==> config.mk <==
export PLATFORM = sky130hd
export DESIGN_NAME = tcw_front
export DESIGN_NICKNAME = d
export VERILOG_FILES = /design/src/rtl/tcw_pkg.sv /design/src/rtl/tcw_front.sv
export VERILOG_INCLUDE_DIRS = /design/src /design/src/rtl
export SDC_FILE = /design/constraint.sdc
export NUM_CORES = 1
export LEC_CHECK = 0
export BUFFER_PORTS_ARGS = -buffer_cell sky130_fd_sc_hd__buf_4
export CORE_MARGIN = 4
export CORE_UTILIZATION = 53
export CTS_CLUSTER_SIZE = 25
export DETAILED_ROUTE_END_ITERATION = 7
export PLACE_DENSITY = 0.78
export SLEW_MARGIN = 40
export SYNTH_ARGS = -nofsm -noshare
export SYNTH_HDL_FRONTEND = slang
export SYNTH_SLANG_ARGS = --single-unit
==> constraint.sdc <==
create_clock -name clk -period 2.88 [get_ports clk]
set_input_delay 0.72 -clock clk [delete_from_list [all_inputs] [get_ports clk]]
set_output_delay 0.72 -clock clk [all_outputs]
set_load 0.05 [all_outputs]
==> src/rtl/text_console_writer_defines.svh <==
// Assertion macros shared by the console writer RTL.
// TCW_ASSERT is gated off while rst_n is low; TCW_ASSERT_ALWAYS also checks during reset.
`ifndef TEXT_CONSOLE_WRITER_DEFINES_SVH
`define TEXT_CONSOLE_WRITER_DEFINES_SVH
`ifndef SYNTHESIS
`define TCW_ASSERT(lbl, prop) \
  lbl: assert property (@(posedge clk) disable iff (!rst_n) prop) \
    else $error("console writer check failed");
`define TCW_ASSERT_ALWAYS(lbl, prop) \
  lbl: assert property (@(posedge clk) prop) \
    else $error("console writer check failed");
`else
`define TCW_ASSERT(lbl, prop)
`define TCW_ASSERT_ALWAYS(lbl, prop)
`endif
`endif

==> src/rtl/tcw_pkg.sv <==
package tcw_pkg;

  // Screen geometry
  localparam int TEXT_COLS  = 80;
  localparam int TEXT_ROWS  = 25;
  localparam int CELL_COUNT = TEXT_COLS * TEXT_ROWS;
  localparam int CELL_AW    = $clog2(CELL_COUNT);
  localparam int CELL_CW    = $clog2(CELL_COUNT + 1);

  // Command queue between front and back
  localparam int CMDQ_DEPTH = 2;

  // Character and attribute constants
  localparam logic [7:0] NEWLINE_CODE = 8'd10;
  localparam logic [7:0] BLANK_CODE   = 8'd32;
  localparam logic [7:0] RESET_ATTR   = 8'h0F;

  // Input function codes
  localparam logic [2:0] FUNC_PRINT = 3'd0;
  localparam logic [2:0] FUNC_CLEAR = 3'd1;
  localparam logic [2:0] FUNC_PUT   = 3'd2;
  localparam logic [2:0] FUNC_FILL  = 3'd3;
  localparam logic [2:0] FUNC_READ  = 3'd4;

  // Internal operation codes after classification
  localparam logic [2:0] OP_PRINT   = 3'd0;
  localparam logic [2:0] OP_NEWLINE = 3'd1;
  localparam logic [2:0] OP_CLEAR   = 3'd2;
  localparam logic [2:0] OP_PUT     = 3'd3;
  localparam logic [2:0] OP_FILL    = 3'd4;
  localparam logic [2:0] OP_READ    = 3'd5;
  localparam logic [2:0] OP_NOP     = 3'd6;

  // Classified command handed from front to back
  typedef struct packed {
    logic [2:0]         op;
    logic               ok;     // target cell or row lies on the screen
    logic [7:0]         ch;
    logic [7:0]         attr;
    logic [CELL_AW-1:0] addr;   // cell address, or first cell of the row for fill
  } tcw_cmd_t;

  // Back-end status seen by the front end
  typedef struct packed {
    logic deq;        // back takes the head command this cycle
    logic init_busy;  // clearing pass after reset still running
  } tcw_stat_t;

  // Linear cell address of (row, col)
  function automatic logic [CELL_AW-1:0] cell_addr(input logic [4:0] r, input logic [6:0] c);
    cell_addr = CELL_AW'(r) * CELL_AW'(TEXT_COLS) + CELL_AW'(c);
  endfunction

endpackage

==> src/rtl/tcw_front.sv <==
`include "text_console_writer_defines.svh"

module tcw_front import tcw_pkg::*; (
  input  logic       clk,
  input  logic       rst_n,
  input  logic       in_push,
  output logic       in_full,
  input  logic [2:0] in_func,
  input  logic [7:0] in_char_code,
  input  logic [6:0] in_col,
  input  logic [4:0] in_row,
  input  logic [3:0] in_fg,
  input  logic [3:0] in_bg,
  output logic       cmd_valid,
  output tcw_cmd_t   cmd,
  input  tcw_stat_t  stat
);

  localparam int QAW = (CMDQ_DEPTH > 1) ? $clog2(CMDQ_DEPTH) : 1;
  localparam int QCW = $clog2(CMDQ_DEPTH + 1);

  tcw_cmd_t         q_r [CMDQ_DEPTH];
  logic [QAW-1:0]   wr_ptr_r, wr_ptr_nxt;
  logic [QAW-1:0]   rd_ptr_r, rd_ptr_nxt;
  logic [QCW-1:0]   cnt_r, cnt_nxt;
  tcw_cmd_t         cls;
  logic             col_ok, row_ok, push;

  // Classify the incoming item
  always_comb begin
    col_ok   = {1'b0, in_col} < 8'(TEXT_COLS);
    row_ok   = {1'b0, in_row} < 6'(TEXT_ROWS);
    cls.ch   = in_char_code;
    cls.attr = {in_bg, in_fg};
    cls.addr = cell_addr(in_row, in_col);
    cls.ok   = col_ok && row_ok;
    unique case (in_func)
      FUNC_PRINT: cls.op = (in_char_code == NEWLINE_CODE) ? OP_NEWLINE : OP_PRINT;
      FUNC_CLEAR: cls.op = OP_CLEAR;
      FUNC_PUT:   cls.op = OP_PUT;
      FUNC_FILL: begin
        cls.op   = OP_FILL;
        cls.ok   = row_ok;
        cls.addr = cell_addr(in_row, 7'd0);
      end
      FUNC_READ:  cls.op = OP_READ;
      default:    cls.op = OP_NOP;
    endcase
  end

  // Queue control
  assign in_full   = (cnt_r == QCW'(CMDQ_DEPTH)) || stat.init_busy;
  assign push      = in_push && !in_full;
  assign cmd_valid = (cnt_r != '0);
  assign cmd       = q_r[rd_ptr_r];

  always_comb begin
    wr_ptr_nxt = wr_ptr_r;
    rd_ptr_nxt = rd_ptr_r;
    cnt_nxt    = cnt_r;
    if (push) begin
      wr_ptr_nxt = (wr_ptr_r == QAW'(CMDQ_DEPTH - 1)) ? '0 : wr_ptr_r + 1'b1;
    end
    if (stat.deq) begin
      rd_ptr_nxt = (rd_ptr_r == QAW'(CMDQ_DEPTH - 1)) ? '0 : rd_ptr_r + 1'b1;
    end
    priority if (push && !stat.deq) begin
      cnt_nxt = cnt_r + 1'b1;
    end else if (stat.deq && !push) begin
      cnt_nxt = cnt_r - 1'b1;
    end
  end

  always_ff @(posedge clk) begin
    if (!rst_n) begin
      wr_ptr_r <= '0;
      rd_ptr_r <= '0;
      cnt_r    <= '0;
    end else begin
      wr_ptr_r <= wr_ptr_nxt;
      rd_ptr_r <= rd_ptr_nxt;
      cnt_r    <= cnt_nxt;
    end
  end

  // Queue storage
  always_ff @(posedge clk) begin
    if (push) begin
      q_r[wr_ptr_r] <= cls;
    end
  end

  `TCW_ASSERT_ALWAYS(a_full_after_reset, !rst_n |=> in_full)
  `TCW_ASSERT(a_no_deq_when_empty, stat.deq |-> cmd_valid)

endmodule

Word level (Yosys, flattened, before mapping)
Memories as Yosys holds them, arrays and structs flattened. A register that Yosys moved wholly into a read port is not among the register bits. Index checks and enable logic that the tools add are counted.

Register bits after elaboration: 4. Word-level logic and storage cells: 41. Memory bits (writable): 62. Memories: 1.

Eq/ne operators: 6. Multiplexer cells: 12. Multipliers: 1. $lt $le $gt $ge: 2. $add $sub $neg: 5. Reduce and logical (&&, ||, !) cells: 11.

Memories: q_r (words 2, width 31, read ports 1, clocked after Yosys merged registers in 1, wr ports 1, line tcw_front.sv:22) `tcw_cmd_t q_r [CMDQ_DEPTH];`.

Operators by type and width (count): 3-bit one-hot mux with 5 select lines (1); 11-bit by 7-bit adder with 11-bit output (1); 11-bit 2-to-1 mux (1); 8-bit by 4-bit equality test with 1-bit output, second input constant (1); 1-bit 2-to-1 mux (8); 7-bit < comparator, second input constant (1); 5-bit by 3-bit multiplier with 7-bit output, second input constant (1); 3-bit by 2-bit equality test with 1-bit output, second input constant (2); 5-bit < comparator, second input constant (1); 1-bit logical AND (4); 2-bit 2-to-1 mux (2); 2-bit nonzero test (2); 3-bit by 1-bit equality test with 1-bit output, second input constant (1); 3-bit equality test, second input constant (1); 1-bit logical NOT (3); 3-bit logical NOT (1); 1-bit adder, second input constant (2); 2-bit by 1-bit adder with 2-bit output, second input constant (1); 2-bit equality test, second input constant (1); 2-bit by 1-bit subtractor with 2-bit output, second input constant (1); 1-bit logical OR (1).

Longest topological paths before layout
Word-level depth: 8. Depth in mapped cells: 7. Depth with buffers taken out: 7.

Worst setup path before layout
OpenSTA, ideal clock, no wires.

Path kind: input port to flip-flop. Start: input port in_row[1]. End: memory q_r[0][9] (netlist bit) (data pin). Data arrival time: 2.084 ns. Stages on the path: 6. Setup slack: 0.529 ns. Cell sequence: ha_1 > ha_1 > fa_1 > nand2_1 > nor3b_1 > xnor2_1.

RTL lines: from (decl) (line tcw_front.sv:11) `input logic [4:0] in_row,`; to (decl) (line tcw_front.sv:22).

==> run metrics <==
Die Span Y 82.10 microns; DP HPWL roughly 3600 microns; Synth area leaders edfxtp_1 64%, mux2_2 12%, ha_1 4.3%, dfxtp_1 3.4%, xor2_1 1.8%; Cells after Synth 178; Root Buffer clkbuf_8; register area share after synthesis between 60% and 70%; max incr delay on CP roughly 0.40 ns; Core ar. between 0.005 and 0.006 sq mm; crit path cell chain buf_4, mux2_2, buf_4; FF-to-FF Start cnt_r[0]; GR Util All Layers between 15 and 20%; clk sinks 67; most frequent cells in the layout 70 x buf_4, 62 x edfxtp_1, 31 x mux2_2, 11 x clkbuf_8, 10 x ha_1; Max Cap Viol 0; RD Place Congestion approximately 0.75; ANT nets after route 0; fin. max-slew vios 0; PortBufs around 70; deepest clock path buffer count 2; Worst-path clk slew ~0.07 ns; required time worst endpoint 2.16 ns; Final Cell Area 0.003701 sq mm; worst-margin pin slew approximately 0.41 ns; Die W 82.10 microns; clock power share 28.4%; Area Growth Syn to Fin 27.17%; dpl cell area about 0.0035 sq mm; Crit Path Max Fanout 29; first-pass GRT wire length slightly below 8000 microns; Total Neg Setup Slack 0 ns; startpoint types flip-flop; CP endpoint kind output pin; H-tree depth 3; drt drc 0; largest net degree at the start of global routing 31; Seq cells post-synth 67; Comb power frac 22.7%; Yosys cell types 32; Syn Area/Cell about 16 sq um; Sw Share 28.14%; final WL 5093 microns; initial antenna violation count 0; unrepaired setup endpoints after global routing no; clock skew between 0.008 and 0.009 ns; layout cells sized above 1 between 40% and 50%; PostCTS Resize Cnt 0; wire per inst about 15 microns; Max-Slew Margin vs Limit between 70% and 80%; number of global-route vias before repair ~1700; # rows 26; ant diodes 0; DIE AREA slightly below 0.007 sq mm; run status completed; First DRT Iteration DRCs 74; commonest non-fill, non-tap cell in the layout buf_4; Period Utilization, post-route a little over four fifths; Worst VDD drop 0.3856 mV; critical path class flip-flop to output pin; grt ovf 0; part of the power in registers approximately half; HP Start cnt_r[1]; Synth top area share between 60% and 70%; CTS Buf Count 9; Most common cell on crit path buf_4; Hold WS ~0.55 ns; via count between 1500 and 2000; CTS tree done; HP Class flip-flop to flip-flop; starting density of the core 55.91%; Util after Layout a little under three quarters; Crit path buffers/inverters 2; Final Critical Period roughly 2.4 ns; Power Density between 600 and 700 mW/mm^2; Synth area leader edfxtp_1; DRT Pass-1 Iters 4; Net Count, Synth 226; Nets 305; Max stage delay cell, worst path mux2_2; yosys warns 0; Via density 5.178; Worst path top cell family by delay buffers and inverters; post-synthesis cell area just under 0.003 sq mm; # Post-CTS Setup Buffers 0; internal reg-to-reg setup slack between 1 and 1.5 ns; Final Hold Viols 0; CP arrival between 1.5 and 2 ns; io pins 69; Max Freq around 0.42 GHz; hold buffers post-CTS 0; Final setup violation count 0; Leak 1.457 nW; P_int approximately 0.0017 W; Clock Latency Late Sink roughly 0.33 ns; switching pwr 0.0006634 W
==> metal layers <==
| layer | GRT usage (%) | part of all wire [%] |
|---|---|---|
| met5 | 0 | 0 |
| met4 | 7.973 | 2.0 |
| met3 | 4.989 | 6.9 |
| met2 | 27.87 | 50 |
| met1 | 19.08 | 41 |
==> final cells by class <==
class	count	area, sq um
Multi-Input combinational cell	101	907.1
Clock inverter	2	10.01
Tap cell	70	87.58
Inverter	7	26.28
Sequential cell	67	1962
Fill cell	383	1504
Timing Repair Buffer	71	545.5
Clock buffer	14	162.7
==> registers in the layout, summed over array words and instances (netlist names), named ones only <==
name and flops:
wr_ptr_r 1, rd_ptr_r 1, q_r 62, cnt_r 2
==> worst min-delay path, stage by stage (launching register included) <==
cell and delay (ns):
dfxtp_1 0.36, o21ai_0 0.08, a21boi_0 0.07
==> path summary, 6_finish.rpt <==
check,cells past startpoint,endpoint
worst max-delay path,3,cmd[29]
worst min register to register,2,cnt_r[1]
worst max register to register,4,q_r[1][0]
worst min-delay path,2,cnt_r[1]
==> logic make-up (layout without fill, tap and decap cells) <==
family,after synthesis,after routing,share of synthesized area [%]
flip-flops,67,67,67.41
multiplexers,31,31,11.99
AND/OR/NAND/NOR,31,31,6.321
AO/OA/AOI/OAI,17,17,4.170
adder cells (fa/ha/maj),12,12,5.675
XOR/XNOR,10,10,3.009
buffers and inverters,10,94,1.418
==> Yosys cell counts <==
library cell,count
or3_1,1
buf_2,3
nand2b_1,1
o21ai_0,3
o21a_1,2
inv_2,1
nand2_1,5
nand3b_4,1
a211oi_1,2
a21oi_1,5
a21boi_0,1
xnor2_1,4
fa_1,2
nor4bb_1,1
nor3_1,1
nor2b_1,2
and2_1,7
and2_2,1
nor2_1,7
o311ai_0,1
a211oi_4,1
edfxtp_1,62
nor4_1,1
nor3b_1,1
or2_2,1
xor2_1,6
a21o_1,2
dfxtp_1,5
mux2_2,31
inv_1,6
and2b_1,1
ha_1,10
==> per-stage QoR <==
step           cells  setup slack (ns)  total power (W)
3_3_place_gp     316            0.3451         0.001703
4_1_cts          332            0.4446         0.002386
6_report         332            0.4811         0.002357
2_1_floorplan    178            0.5288         0.001544
5_1_grt          332            0.3951         0.002469
3_5_place_dp     316            0.2673         0.001712
==> power groups by stage <==
stage	clock network (W)	registers [W]	logic, W
floorplan	0	0.00117	0.000375
global placement	0	0.00117	0.000533
detailed placement	0	0.00117	0.000539
CTS	0.000692	0.00115	0.000541
global route	0.000742	0.00116	0.000571
finish	0.000669	0.00115	0.000536
Note: power is estimated with default switching activity, not from simulation.
